`src/sv/racc_pkg.sv`:
```
// Shared types and constants for the request and byte admission control core.
// No dependencies; every other file of the block but racc_if imports this package.
package racc_pkg;

	// Command codes as they arrive on the request channel.
	localparam logic [2:0] CMD_RESERVE = 3'd0;
	localparam logic [2:0] CMD_RELEASE = 3'd1;
	localparam logic [2:0] CMD_PREPARE = 3'd2;
	localparam logic [2:0] CMD_CLOSE   = 3'd3;
	localparam logic [2:0] CMD_QUERY   = 3'd4;

	// Configuration register indexes, taken from paddr[3].
	localparam logic REG_SLOT_CAPACITY = 1'b0;
	localparam logic REG_BYTE_LIMIT    = 1'b1;
	localparam int   APB_ADDR_W        = 4;
	localparam int   APB_DATA_W        = 64;

	localparam logic [15:0] SLOT_CAPACITY_RESET = 16'd64;
	localparam logic [63:0] BYTE_LIMIT_RESET    = 64'd268435456;

	// Accounted bytes are FIXED_BYTES plus eight times the encoded size.
	localparam logic [63:0] FIXED_BYTES = 64'd16777216;
	localparam int          EXPAND_SHIFT = 3;
	localparam logic [63:0] SIZE_LIMIT =
		(64'hFFFF_FFFF_FFFF_FFFF - FIXED_BYTES) >> EXPAND_SHIFT;

	localparam int QUEUE_DEPTH_DEFAULT = 2;

	typedef enum logic [2:0] {
		ST_OK      = 3'd0,
		ST_CLOSING = 3'd1,
		ST_FULL    = 3'd2,
		ST_BUDGET  = 3'd3,
		ST_INVALID = 3'd4,
		ST_ACCOUNT = 3'd5
	} status_t;

	// Operations after classification; OP_REFUSE carries a status already settled.
	typedef enum logic [2:0] {
		OP_RESERVE,
		OP_RELEASE,
		OP_PREPARE,
		OP_CLOSE,
		OP_QUERY,
		OP_REFUSE
	} op_t;

	typedef struct packed {
		op_t         op;
		status_t     status;
		logic [63:0] gen;
		logic [63:0] amount;
		logic        holds_slot;
	} racc_item_t;

endpackage

```
`src/sv/racc_if.sv`:
```
// Valid/ready channel interfaces for requests and results of the admission core.
// Self-contained; used by the front end, the back end and the top level.
interface racc_req_if;
	logic        valid;
	logic        ready;
	logic [2:0]  cmd;
	logic [63:0] client_gen;
	logic [63:0] encoded_size;
	logic [63:0] byte_amount;
	logic        holds_slot;

	modport source (
		output valid, cmd, client_gen, encoded_size, byte_amount, holds_slot,
		input  ready
	);
	modport sink (
		input  valid, cmd, client_gen, encoded_size, byte_amount, holds_slot,
		output ready
	);
endinterface

interface racc_rsp_if;
	logic        valid;
	logic        ready;
	logic [2:0]  status;
	logic [63:0] charged_bytes;
	logic [15:0] active_slots;
	logic [63:0] active_byte_total;
	logic [15:0] slot_peak;
	logic [63:0] byte_peak;
	logic [63:0] slot_rejections;
	logic [63:0] byte_rejections;
	logic        is_closing;
	logic [63:0] current_generation;

	modport source (
		output valid, status, charged_bytes, active_slots, active_byte_total,
			slot_peak, byte_peak, slot_rejections, byte_rejections, is_closing,
			current_generation,
		input  ready
	);
	modport sink (
		input  valid, status, charged_bytes, active_slots, active_byte_total,
			slot_peak, byte_peak, slot_rejections, byte_rejections, is_closing,
			current_generation,
		output ready
	);
endinterface

```
`src/sv/racc_front.sv`:
```
// Front end: accepts requests, decodes the command and checks the encoded size.
// Depends on racc_pkg and racc_req_if; feeds racc_queue.
module racc_front (
	racc_req_if.sink           req,
	input  logic               fifo_full,
	output logic               push,
	output racc_pkg::racc_item_t push_item
);
	import racc_pkg::*;

	logic [63:0] size_scaled;

	assign req.ready = !fifo_full;
	assign push      = req.valid && !fifo_full;

	assign size_scaled = {req.encoded_size[63-EXPAND_SHIFT:0], {EXPAND_SHIFT{1'b0}}};

	always_comb begin
		push_item            = '0;
		push_item.op         = OP_QUERY;
		push_item.status     = ST_OK;
		push_item.gen        = req.client_gen;
		push_item.holds_slot = req.holds_slot;
		case (req.cmd)
			CMD_RESERVE: begin
				// Size faults are settled here; they never touch the counters.
				if (req.encoded_size == '0) begin
					push_item.op     = OP_REFUSE;
					push_item.status = ST_INVALID;
				end else if (req.encoded_size > SIZE_LIMIT) begin
					push_item.op     = OP_REFUSE;
					push_item.status = ST_BUDGET;
				end else begin
					push_item.op     = OP_RESERVE;
					push_item.amount = FIXED_BYTES + size_scaled;
				end
			end
			CMD_RELEASE: begin
				push_item.op     = OP_RELEASE;
				push_item.amount = req.byte_amount;
			end
			CMD_PREPARE: push_item.op = OP_PREPARE;
			CMD_CLOSE:   push_item.op = OP_CLOSE;
			default:     push_item.op = OP_QUERY;
		endcase
	end

endmodule

```
`src/sv/racc_queue.sv`:
```
// Short FIFO of classified requests between the front and back ends.
// Depends on racc_pkg for the entry type.
module racc_queue #(
	parameter int DEPTH = racc_pkg::QUEUE_DEPTH_DEFAULT
) (
	input  logic                 clk,
	input  logic                 arst_n,
	input  logic                 push,
	input  racc_pkg::racc_item_t push_item,
	output logic                 full,
	input  logic                 pop,
	output logic                 empty,
	output racc_pkg::racc_item_t pop_item
);
	import racc_pkg::*;

	localparam int PTR_W = (DEPTH > 1) ? $clog2(DEPTH) : 1;
	localparam int CNT_W = $clog2(DEPTH + 1);
	localparam logic [PTR_W-1:0] LAST = PTR_W'(DEPTH - 1);
	localparam logic [CNT_W-1:0] FULL_CNT = CNT_W'(DEPTH);

	racc_item_t       entry_q [DEPTH];
	logic [PTR_W-1:0] wr_ptr_q;
	logic [PTR_W-1:0] rd_ptr_q;
	logic [CNT_W-1:0] count_q;

	assign full     = (count_q == FULL_CNT);
	assign empty    = (count_q == '0);
	assign pop_item = entry_q[rd_ptr_q];

	always_ff @(posedge clk) begin
		if (push) begin
			entry_q[wr_ptr_q] <= push_item;
		end
	end

	always_ff @(posedge clk or negedge arst_n) begin
		if (!arst_n) begin
			wr_ptr_q <= '0;
			rd_ptr_q <= '0;
			count_q  <= '0;
		end else begin
			if (push) begin
				wr_ptr_q <= (wr_ptr_q == LAST) ? '0 : wr_ptr_q + 1'b1;
			end
			if (pop) begin
				rd_ptr_q <= (rd_ptr_q == LAST) ? '0 : rd_ptr_q + 1'b1;
			end
			if (push && !pop) begin
				count_q <= count_q + 1'b1;
			end else if (pop && !push) begin
				count_q <= count_q - 1'b1;
			end
		end
	end

endmodule

```
`src/sv/racc_back.sv`:
```
// Back end: holds the admission state, executes one request per cycle unless the
// result is stalled, and registers the result. Depends on racc_pkg and racc_rsp_if.
module racc_back (
	input  logic                 clk,
	input  logic                 arst_n,
	input  logic                 empty,
	input  racc_pkg::racc_item_t item,
	output logic                 pop,
	input  logic [15:0]          slot_capacity,
	input  logic [63:0]          byte_limit,
	racc_rsp_if.source           rsp
);
	import racc_pkg::*;

	typedef struct packed {
		status_t     status;
		logic [63:0] charged;
		logic [15:0] slots;
		logic [63:0] bytes;
		logic [15:0] slot_peak;
		logic [63:0] byte_peak;
		logic [63:0] slot_rej;
		logic [63:0] byte_rej;
		logic        closing;
		logic [63:0] gen;
	} result_t;

	logic        closing_q, closing_n;
	logic [63:0] gen_q, gen_n;
	logic [15:0] slots_q, slots_n;
	logic [63:0] bytes_q, bytes_n;
	logic [15:0] slot_peak_q, slot_peak_n;
	logic [63:0] byte_peak_q, byte_peak_n;
	logic [63:0] slot_rej_q, slot_rej_n;
	logic [63:0] byte_rej_q, byte_rej_n;
	status_t     status_n;
	logic [63:0] charged_n;

	logic [64:0] byte_sum;
	logic [15:0] slots_inc;
	logic [63:0] gen_inc;

	logic        out_valid_q;
	result_t     result_q;

	// Only refill the result register when it is empty or being taken.
	assign pop = !empty && (!out_valid_q || rsp.ready);

	// Sum kept at 65 bits so the budget compare cannot wrap.
	assign byte_sum  = {1'b0, bytes_q} + {1'b0, item.amount};
	assign slots_inc = slots_q + 16'd1;
	assign gen_inc   = gen_q + 64'd1;

	always_comb begin
		closing_n   = closing_q;
		gen_n       = gen_q;
		slots_n     = slots_q;
		bytes_n     = bytes_q;
		slot_peak_n = slot_peak_q;
		byte_peak_n = byte_peak_q;
		slot_rej_n  = slot_rej_q;
		byte_rej_n  = byte_rej_q;
		status_n    = ST_OK;
		charged_n   = '0;
		case (item.op)
			OP_RESERVE: begin
				if (closing_q || (gen_q != item.gen)) begin
					status_n = ST_CLOSING;
				end else if (slots_q >= slot_capacity) begin
					status_n   = ST_FULL;
					slot_rej_n = slot_rej_q + 64'd1;
				end else if (byte_sum > {1'b0, byte_limit}) begin
					status_n   = ST_BUDGET;
					byte_rej_n = byte_rej_q + 64'd1;
				end else begin
					slots_n   = slots_inc;
					bytes_n   = byte_sum[63:0];
					charged_n = item.amount;
					if (slots_inc > slot_peak_q) begin
						slot_peak_n = slots_inc;
					end
					if (byte_sum[63:0] > byte_peak_q) begin
						byte_peak_n = byte_sum[63:0];
					end
				end
			end
			OP_REFUSE: status_n = item.status;
			OP_RELEASE: begin
				if ((item.holds_slot && (slots_q == '0)) || (bytes_q < item.amount)) begin
					status_n = ST_ACCOUNT;
				end else begin
					if (item.holds_slot) begin
						slots_n = slots_q - 16'd1;
					end
					bytes_n = bytes_q - item.amount;
				end
			end
			OP_PREPARE: begin
				if (slots_q == '0) begin
					status_n = ST_ACCOUNT;
				end else begin
					slots_n = slots_q - 16'd1;
				end
			end
			OP_CLOSE: begin
				// The generation skips zero when it wraps.
				if (!closing_q) begin
					closing_n = 1'b1;
					gen_n     = (gen_inc == '0) ? 64'd1 : gen_inc;
				end
			end
			default: ;
		endcase
	end

	always_ff @(posedge clk or negedge arst_n) begin
		if (!arst_n) begin
			closing_q   <= 1'b0;
			gen_q       <= 64'd1;
			slots_q     <= '0;
			bytes_q     <= '0;
			slot_peak_q <= '0;
			byte_peak_q <= '0;
			slot_rej_q  <= '0;
			byte_rej_q  <= '0;
			out_valid_q <= 1'b0;
		end else begin
			if (pop) begin
				closing_q   <= closing_n;
				gen_q       <= gen_n;
				slots_q     <= slots_n;
				bytes_q     <= bytes_n;
				slot_peak_q <= slot_peak_n;
				byte_peak_q <= byte_peak_n;
				slot_rej_q  <= slot_rej_n;
				byte_rej_q  <= byte_rej_n;
				out_valid_q <= 1'b1;
			end else if (rsp.ready) begin
				out_valid_q <= 1'b0;
			end
		end
	end

	always_ff @(posedge clk) begin
		if (pop) begin
			result_q.status    <= status_n;
			result_q.charged   <= charged_n;
			result_q.slots     <= slots_n;
			result_q.bytes     <= bytes_n;
			result_q.slot_peak <= slot_peak_n;
			result_q.byte_peak <= byte_peak_n;
			result_q.slot_rej  <= slot_rej_n;
			result_q.byte_rej  <= byte_rej_n;
			result_q.closing   <= closing_n;
			result_q.gen       <= closing_n ? '0 : gen_n;
		end
	end

	assign rsp.valid              = out_valid_q;
	assign rsp.status             = result_q.status;
	assign rsp.charged_bytes      = result_q.charged;
	assign rsp.active_slots       = result_q.slots;
	assign rsp.active_byte_total  = result_q.bytes;
	assign rsp.slot_peak          = result_q.slot_peak;
	assign rsp.byte_peak          = result_q.byte_peak;
	assign rsp.slot_rejections    = result_q.slot_rej;
	assign rsp.byte_rejections    = result_q.byte_rej;
	assign rsp.is_closing         = result_q.closing;
	assign rsp.current_generation = result_q.gen;

endmodule

```
`src/sv/request_and_byte_admission_control_core.sv`:
```
// Admission controller with a request slot limit and a byte budget.
// An accepted request passes through the queue into the back end's result register.
// Throughput: one request per cycle while the result channel is not stalled.
// A two-entry queue and the result register let input and output stall independently.
// Reset (arst_n, asynchronous, active low) clears all counters, opens admission at
// generation 1 and loads slot_capacity = 64 and byte_limit = 268435456.
module request_and_byte_admission_control_core #(
	parameter int QUEUE_DEPTH = racc_pkg::QUEUE_DEPTH_DEFAULT
) (
	input  logic                            clk,
	input  logic                            arst_n,
	racc_req_if.sink                        req,
	racc_rsp_if.source                      rsp,
	input  logic                            psel,
	input  logic                            penable,
	input  logic                            pwrite,
	input  logic [racc_pkg::APB_ADDR_W-1:0] paddr,
	input  logic [racc_pkg::APB_DATA_W-1:0] pwdata,
	output logic [racc_pkg::APB_DATA_W-1:0] prdata,
	output logic                            pready
);
	import racc_pkg::*;

	logic        fifo_full;
	logic        queue_empty;
	logic        push;
	logic        pop;
	racc_item_t  push_item;
	racc_item_t  pop_item;
	logic [15:0] slot_capacity_q;
	logic [63:0] byte_limit_q;
	logic        reg_sel;

	// Registers sit eight bytes apart; the low address bits are ignored.
	assign reg_sel = paddr[APB_ADDR_W-1];
	assign pready  = 1'b1;

	always_ff @(posedge clk or negedge arst_n) begin
		if (!arst_n) begin
			slot_capacity_q <= SLOT_CAPACITY_RESET;
			byte_limit_q    <= BYTE_LIMIT_RESET;
		end else if (psel && penable && pwrite && pready) begin
			case (reg_sel)
				REG_SLOT_CAPACITY: slot_capacity_q <= pwdata[15:0];
				REG_BYTE_LIMIT:    byte_limit_q    <= pwdata;
				default: ;
			endcase
		end
	end

	always_comb begin
		case (reg_sel)
			REG_SLOT_CAPACITY: prdata = {48'd0, slot_capacity_q};
			REG_BYTE_LIMIT:    prdata = byte_limit_q;
			default:           prdata = '0;
		endcase
	end

	racc_front u_front (
		.req       (req),
		.fifo_full (fifo_full),
		.push      (push),
		.push_item (push_item)
	);

	racc_queue #(
		.DEPTH (QUEUE_DEPTH)
	) u_queue (
		.clk       (clk),
		.arst_n    (arst_n),
		.push      (push),
		.push_item (push_item),
		.full      (fifo_full),
		.pop       (pop),
		.empty     (queue_empty),
		.pop_item  (pop_item)
	);

	racc_back u_back (
		.clk           (clk),
		.arst_n        (arst_n),
		.empty         (queue_empty),
		.item          (pop_item),
		.pop           (pop),
		.slot_capacity (slot_capacity_q),
		.byte_limit    (byte_limit_q),
		.rsp           (rsp)
	);

endmodule

```
`src/flat_wrapper.sv`:
```
// flat-port wrapper written by rule: the top's interface ports become plain ports
module request_and_byte_admission_control_core_flat import racc_pkg::*;
#(
	parameter int QUEUE_DEPTH = racc_pkg::QUEUE_DEPTH_DEFAULT
)
  (clk, arst_n, psel, penable, pwrite, paddr, pwdata, prdata, pready, req_valid, req_cmd, req_client_gen, req_encoded_size, req_byte_amount, req_holds_slot, req_ready, rsp_valid, rsp_status, rsp_charged_bytes, rsp_active_slots, rsp_active_byte_total, rsp_slot_peak, rsp_byte_peak, rsp_slot_rejections, rsp_byte_rejections, rsp_is_closing, rsp_current_generation, rsp_ready);
  racc_req_if req_i ();
  racc_rsp_if rsp_i ();
  input  logic clk;
  input  logic arst_n;
  input  logic psel;
  input  logic penable;
  input  logic pwrite;
  input  logic [racc_pkg::APB_ADDR_W-1:0] paddr;
  input  logic [racc_pkg::APB_DATA_W-1:0] pwdata;
  output logic [racc_pkg::APB_DATA_W-1:0] prdata;
  output logic pready;
  input wire logic [$bits(req_i.valid)-1:0] req_valid;
  input wire logic [$bits(req_i.cmd)-1:0] req_cmd;
  input wire logic [$bits(req_i.client_gen)-1:0] req_client_gen;
  input wire logic [$bits(req_i.encoded_size)-1:0] req_encoded_size;
  input wire logic [$bits(req_i.byte_amount)-1:0] req_byte_amount;
  input wire logic [$bits(req_i.holds_slot)-1:0] req_holds_slot;
  output wire logic [$bits(req_i.ready)-1:0] req_ready;
  output wire logic [$bits(rsp_i.valid)-1:0] rsp_valid;
  output wire logic [$bits(rsp_i.status)-1:0] rsp_status;
  output wire logic [$bits(rsp_i.charged_bytes)-1:0] rsp_charged_bytes;
  output wire logic [$bits(rsp_i.active_slots)-1:0] rsp_active_slots;
  output wire logic [$bits(rsp_i.active_byte_total)-1:0] rsp_active_byte_total;
  output wire logic [$bits(rsp_i.slot_peak)-1:0] rsp_slot_peak;
  output wire logic [$bits(rsp_i.byte_peak)-1:0] rsp_byte_peak;
  output wire logic [$bits(rsp_i.slot_rejections)-1:0] rsp_slot_rejections;
  output wire logic [$bits(rsp_i.byte_rejections)-1:0] rsp_byte_rejections;
  output wire logic [$bits(rsp_i.is_closing)-1:0] rsp_is_closing;
  output wire logic [$bits(rsp_i.current_generation)-1:0] rsp_current_generation;
  input wire logic [$bits(rsp_i.ready)-1:0] rsp_ready;
  assign req_i.valid = req_valid;
  assign req_i.cmd = req_cmd;
  assign req_i.client_gen = req_client_gen;
  assign req_i.encoded_size = req_encoded_size;
  assign req_i.byte_amount = req_byte_amount;
  assign req_i.holds_slot = req_holds_slot;
  assign req_ready = req_i.ready;
  assign rsp_valid = rsp_i.valid;
  assign rsp_status = rsp_i.status;
  assign rsp_charged_bytes = rsp_i.charged_bytes;
  assign rsp_active_slots = rsp_i.active_slots;
  assign rsp_active_byte_total = rsp_i.active_byte_total;
  assign rsp_slot_peak = rsp_i.slot_peak;
  assign rsp_byte_peak = rsp_i.byte_peak;
  assign rsp_slot_rejections = rsp_i.slot_rejections;
  assign rsp_byte_rejections = rsp_i.byte_rejections;
  assign rsp_is_closing = rsp_i.is_closing;
  assign rsp_current_generation = rsp_i.current_generation;
  assign rsp_i.ready = rsp_ready;
  request_and_byte_admission_control_core #(.QUEUE_DEPTH(QUEUE_DEPTH)) u_core (.clk(clk), .arst_n(arst_n), .req(req_i), .rsp(rsp_i), .psel(psel), .penable(penable), .pwrite(pwrite), .paddr(paddr), .pwdata(pwdata), .prdata(prdata), .pready(pready));
endmodule
```
`config.mk`:
```
export PLATFORM = sky130hd
export DESIGN_NAME = request_and_byte_admission_control_core_flat
export DESIGN_NICKNAME = d
export VERILOG_FILES = /design/src/sv/racc_pkg.sv /design/src/sv/racc_if.sv /design/src/sv/racc_front.sv /design/src/sv/racc_queue.sv /design/src/sv/racc_back.sv /design/src/sv/request_and_byte_admission_control_core.sv /design/src/flat_wrapper.sv
export SDC_FILE = /design/constraint.sdc
export NUM_CORES = 2
export LEC_CHECK = 0
export ABC_AREA = 1
export BUFFER_PORTS_ARGS = -buffer_cell sky130_fd_sc_hd__buf_2
export CORE_MARGIN = 10
export CORE_UTILIZATION = 60
export DETAILED_ROUTE_END_ITERATION = 7
export PLACE_DENSITY_LB_ADDON = 0.25
export SYNTH_ARGS = -nofsm -noshare
export SYNTH_HDL_FRONTEND = slang
export SYNTH_SLANG_ARGS = --single-unit
```
`constraint.sdc`:
```
create_clock -name clk -period 16.35 [get_ports clk]
set_clock_uncertainty 0.15 [all_clocks]
set_input_delay 1.635 -clock clk [delete_from_list [all_inputs] [get_ports clk]]
set_output_delay 1.635 -clock clk [all_outputs]
set_load 0.03 [all_outputs]
```
==> report_table.html <==
<table>
<tr><th>Metric</th><th>Value</th></tr>
<tr><th colspan="2">Synthesis</th></tr>
<tr><td>Synth warn</td><td>0</td></tr>
<tr><td>Synth area leaders</td><td>edfxtp_1, dfrtp_1, nand2_1</td></tr>
<tr><td>Dominant register cell in the synthesized netlist</td><td>edfxtp_1</td></tr>
<tr><td>Gate Count Post-Synth</td><td>a little over 8000</td></tr>
<tr><td>Netlist area before placement</td><td>66700 um2</td></tr>
<tr><td>Synth top area share</td><td>31.0%</td></tr>
<tr><td>Post-synth ARST share</td><td>38.9%</td></tr>
<tr><td>Synthesized area per cell</td><td>just over 8 um2</td></tr>
<tr><td>Synth area leader</td><td>edfxtp_1</td></tr>
<tr><td>Register area share after synthesis</td><td>47.4%</td></tr>
<tr><td>Number of synthesized flops with an enable pin</td><td>about 700</td></tr>
<tr><td>Number of register bits inferred by synthesis</td><td>roughly 1100</td></tr>
<tr><td>Number of unique standard cell types used by synthesis</td><td>66</td></tr>
<tr><td>Syn_nets</td><td>about 8700</td></tr>
<tr><th colspan="2">Power and ir drop</th></tr>
<tr><td>IR Drop Worst-Case VDD</td><td>0.172 mV</td></tr>
<tr><td>Leakage</td><td>between 30 and 40 nW</td></tr>
<tr><td>P_int</td><td>~7.3 mW</td></tr>
<tr><td>Part of the total power dissipated in the clock network</td><td>about a fifth</td></tr>
<tr><td>Share of total power consumed by net switching</td><td>between 40% and 50%</td></tr>
<tr><td>Part of the total power dissipated in sequential elements</td><td>31.6%</td></tr>
<tr><td>Power share of the combinational group</td><td>49.2%</td></tr>
<tr><td>Pwr/cell area</td><td>roughly 190 nW/um2</td></tr>
<tr><td>Net Sw Power</td><td>6.95 mW</td></tr>
<tr><th colspan="2">Die</th></tr>
<tr><td>Number of core rows</td><td>122</td></tr>
<tr><td>Total Die Area</td><td>~120000 um2</td></tr>
<tr><td>Width of the chip</td><td>~350 um</td></tr>
<tr><td>IO Count</td><td>between 700 and 800</td></tr>
<tr><td>Die height</td><td>between 300 and 400 um</td></tr>
<tr><td>Initial standard-cell utilization of the core</td><td>between 60% and 70%</td></tr>
<tr><td>Core area</td><td>around 110000 um2</td></tr>
<tr><th colspan="2">Job</th></tr>
<tr><td>Number of max-cap violations</td><td>0</td></tr>
<tr><th colspan="2">Clocking</th></tr>
<tr><td>Post-CTS sizing</td><td>0</td></tr>
<tr><td>Clock latency on the worst-skew pair</td><td>~0.75 ns</td></tr>
<tr><td>Number of sinks driven by the clock tree</td><td>approximately 1100</td></tr>
<tr><td>Number of buffers inserted during clock tree synthesis</td><td>about 110</td></tr>
<tr><td>Clk Tree Root Cell</td><td>clkbuf_16</td></tr>
<tr><td>Clock transition at the register clock pins on the worst setup and hold paths after CTS</td><td>roughly 0.060 ns</td></tr>
<tr><td>Level count of the clock H-tree</td><td>3</td></tr>
<tr><td>CTS tree</td><td>yes</td></tr>
<tr><td>Post-CTS setup buffer count</td><td>0</td></tr>
<tr><td>Maximum count of clock buffers along a single path</td><td>3</td></tr>
<tr><td>CTS Hold Buffers Added</td><td>0</td></tr>
<tr><th colspan="2">GRT</th></tr>
<tr><td>Global Route Usage Sum</td><td>roughly 38%</td></tr>
<tr><td>Met2 usage in global routing</td><td>56.9%</td></tr>
<tr><td>Busiest layer in global routing</td><td>met2</td></tr>
<tr><td>Largest net degree at the start of global routing</td><td>176</td></tr>
<tr><td>GR met1 Demand/Resource</td><td>between 50% and 60%</td></tr>
<tr><td>Gr ovfl total</td><td>0</td></tr>
<tr><td>Met3 track utilization from global routing</td><td>9.55%</td></tr>
<tr><td>Vias in the first global route</td><td>59000</td></tr>
<tr><td>Number of antenna violations at the first check in global routing</td><td>10</td></tr>
<tr><td>Global-route wire length before repair</td><td>362000 um</td></tr>
<tr><th colspan="2">Placed design</th></tr>
<tr><td>DP Worst Slack</td><td>7.19 ns</td></tr>
<tr><td>HPWL after detailed placement</td><td>186000 um</td></tr>
<tr><td>Number of port buffers</td><td>about 750</td></tr>
<tr><td>Placed cell area</td><td>~72000 um2</td></tr>
<tr><td>GPL Wtd Cong</td><td>between 1 and 1.5</td></tr>
<tr><th colspan="2">Drt</th></tr>
<tr><td>Vias post-DR</td><td>between 60000 and 70000</td></tr>
<tr><td>Routed WL per cell</td><td>~23 um</td></tr>
<tr><td>Pre-antenna DRT Iters</td><td>8</td></tr>
<tr><td>DRC marker count from the first detailed-route iteration</td><td>slightly above 8000</td></tr>
<tr><td>Number of nets with antenna violations after detailed routing</td><td>0</td></tr>
<tr><td>DRC errors left</td><td>7</td></tr>
<tr><td>Drt via density</td><td>5.95</td></tr>
<tr><td>Final wirelength</td><td>244000 um</td></tr>
<tr><th colspan="2">Run status</th></tr>
<tr><td>Failing checks</td><td>DRC</td></tr>
<tr><td>Run status</td><td>finished with violations</td></tr>
<tr><th colspan="2">Finish</th></tr>
<tr><td>Share of layout cells above drive strength 1</td><td>about an eighth</td></tr>
<tr><td>Nets</td><td>roughly 9400</td></tr>
<tr><td>Area growth from synthesis to layout</td><td>13.6%</td></tr>
<tr><td>Post-layout instance area</td><td>75700 um2</td></tr>
<tr><th colspan="2">STA</th></tr>
<tr><td>Maximum operating frequency</td><td>between 100 and 150 MHz</td></tr>
<tr><td>Setup repair after global routing missed its margin</td><td>false</td></tr>
<tr><td>Post-route worst setup slack</td><td>around 6.8 ns</td></tr>
<tr><td>Number of slew-limit violations in the final report</td><td>0</td></tr>
<tr><td>Final TNS setup</td><td>0 ns</td></tr>
<tr><td>Final worst path period share</td><td>around three fifths</td></tr>
<tr><td>Transition time of the tightest slew-check pin</td><td>1.31 ns</td></tr>
<tr><td>Number of hold violations in the final report</td><td>0</td></tr>
<tr><td>Setup violators final</td><td>0</td></tr>
<tr><td>Post-layout min period</td><td>about 9.5 ns</td></tr>
<tr><td>Worst rel slew slack</td><td>between 10% and 20%</td></tr>
<tr><th colspan="2">Setup path</th></tr>
<tr><td>Most numerous cell on the critical path</td><td>nand2_1</td></tr>
<tr><td>Endpoint kind of the worst setup timing path</td><td>flop</td></tr>
<tr><td>Setup crit start kind</td><td>flop</td></tr>
<tr><td>Slowest cell on the critical path</td><td>xor2_1</td></tr>
<tr><td>Critical path data arrival time</td><td>around 9.9 ns</td></tr>
<tr><td>Critical path peak fanout</td><td>91</td></tr>
<tr><td>WS Path Type</td><td>flop to flop</td></tr>
<tr><td>Crit-path max cell delay</td><td>slightly below 0.8 ns</td></tr>
<tr><td>Critical path required time</td><td>between 15 and 20 ns</td></tr>
<tr><th colspan="2">Worst hold path</th></tr>
<tr><td>Class of the worst hold path</td><td>flop to flop</td></tr>
</table>
routing by layer:
layer,up-vias,part of all wire (%)
met4,10,5.1
met1,29200,39
met3,629,12
li1,28400,-
met2,3849,43
met5,-,0.027
path summary, 6_finish.rpt:
check	start	to	slack, ns	depth (start not counted)
min in group asynchronous	arst_n	u_core.u_back.bytes_q[18]	0.71	1
hold / removal	u_core.u_queue.count_q[0]	u_core.u_queue.count_q[0]	0.32	1
setup reg to reg	u_core.u_queue.rd_ptr_q	u_core.u_back.bytes_q[17]	6.81	34
hold reg to reg	u_core.u_queue.count_q[0]	u_core.u_queue.count_q[0]	0.32	1
setup / recovery	u_core.u_queue.rd_ptr_q	u_core.u_back.bytes_q[17]	6.81	34
max in group asynchronous	arst_n	u_core.u_back.slot_rej_q[38]	12.29	4
logic make-up (layout without fill, tap and decap cells):
logic type | count (synthesis) | in the layout | synth area share (%)
simple gates | 3533 | 3533 | 22.5
flops | 1126 | 1126 | 47.4
xor+xnor | 329 | 329 | 4.32
compound gates | 1435 | 1435 | 11.8
fa+ha+maj | 297 | 297 | 5.60
mux | 1 | 1 | 0.0150
buf+inv | 1449 | 2217 | 8.40
other cells | 1 | 5 | 0.00563
cell type report:
class	count	area, um2
multi-input combinational	5596	29500
timing repair buffer	844	4490
sequential	1126	31600
fill	8883	34800
tap	1488	1860
inverter	1156	4350
antenna	4	10.0
clock inverter	67	793
clock buffer	150	3090
per-stage QoR:
stage	power, mW	utilization (%)	cells	hold slack [ns]
2_1_floorplan	8.97	-	8171	0.296
3_3_place_gp	11.1	65.0	10200	0.311
3_5_place_dp	11.3	65.0	10200	0.317
4_1_cts	14.0	68.5	10400	0.326
5_1_grt	14.9	68.5	10400	0.350
6_report	14.2	68.5	10400	0.325
sequential cells by signal (all words and copies together), names as in the netlist, 2 cells and up:
register and flops:
u_core.u_queue.entry_q 268, u_core.byte_limit_q 64, u_core.u_back.byte_peak_q 64, u_core.u_back.byte_rej_q 64, u_core.u_back.bytes_q 64, u_core.u_back.gen_q 64
u_core.u_back.rsp.active_byte_total 64, u_core.u_back.rsp.byte_peak 64, u_core.u_back.rsp.byte_rejections 64, u_core.u_back.rsp.charged_bytes 64, u_core.u_back.rsp.current_generation 64, u_core.u_back.rsp.slot_rejections 64
u_core.u_back.slot_rej_q 64, u_core.slot_capacity_q 16, u_core.u_back.rsp.active_slots 16, u_core.u_back.rsp.slot_peak 16, u_core.u_back.slot_peak_q 16, u_core.u_back.slots_q 16
u_core.u_back.rsp.status 3, u_core.u_queue.count_q 2
cells in the final DEF (no fill, tap or decap), types with 311 or more instances in the layout:
| cell | netlist | layout |
|---|---|---|
| nand2_1 | 1888 | 1886 |
| o21ai_0 | 704 | 704 |
| inv_1 | 1139 | 1137 |
| nor2_1 | 727 | 723 |
| buf_2 | 54 | 752 |
| edfxtp_1 | 688 | 688 |
| a21oi_1 | 361 | 360 |
| xor2_1 | 311 | 311 |
| dfrtp_1 | 435 | 434 |
| nand3_1 | 337 | 337 |
cells in the mapped netlist, types with 6 or more instances:
cell type	instances
or2_2	91
o21ai_0	704
buf_1	36
o31ai_1	16
and2_1	13
edfxtp_1	688
o21bai_1	14
inv_2	12
a22o_1	22
o21a_1	15
and3_1	7
nand3b_1	13
o221ai_1	6
or2_1	7
a21o_1	28
ha_1	295
dfrtp_1	435
nand4_1	144
o21ai_2	6
a21boi_0	6
xor2_1	311
inv_1	1139
o21ai_1	97
buf_2	54
xnor2_1	18
o22ai_1	71
nor3_1	195
nor4_1	81
a21oi_1	361
clkbuf_1	184
nand2_1	1888
nand3_1	337
buf_6	7
a211oi_1	11
a22oi_1	6
o211ai_1	34
a31oi_1	16
nor2_2	6
buf_4	11
nor2_1	727
power groups by stage:
stage	Combinational, mW	Clock (mW)	Sequential, mW
after floorplan	3.42	0	5.56
after global placement	6.62	0	4.48
after detailed placement	6.77	0	4.51
after CTS	6.82	2.74	4.47
after global routing	7.49	2.86	4.54
final	7.00	2.73	4.49
critical path, delay by kind of cell, from the launching register on:
kind                     cells  cell delay (ns)
buffers and inverters        5             2.05
AND/OR/NAND/NOR             17             2.79
adder cells (fa/ha/maj)      2             1.00
flip-flops                   1             0.65
XOR/XNOR                     1             0.79
AO/OA/AOI/OAI                9             1.85
(Power assumes the default switching activity.)
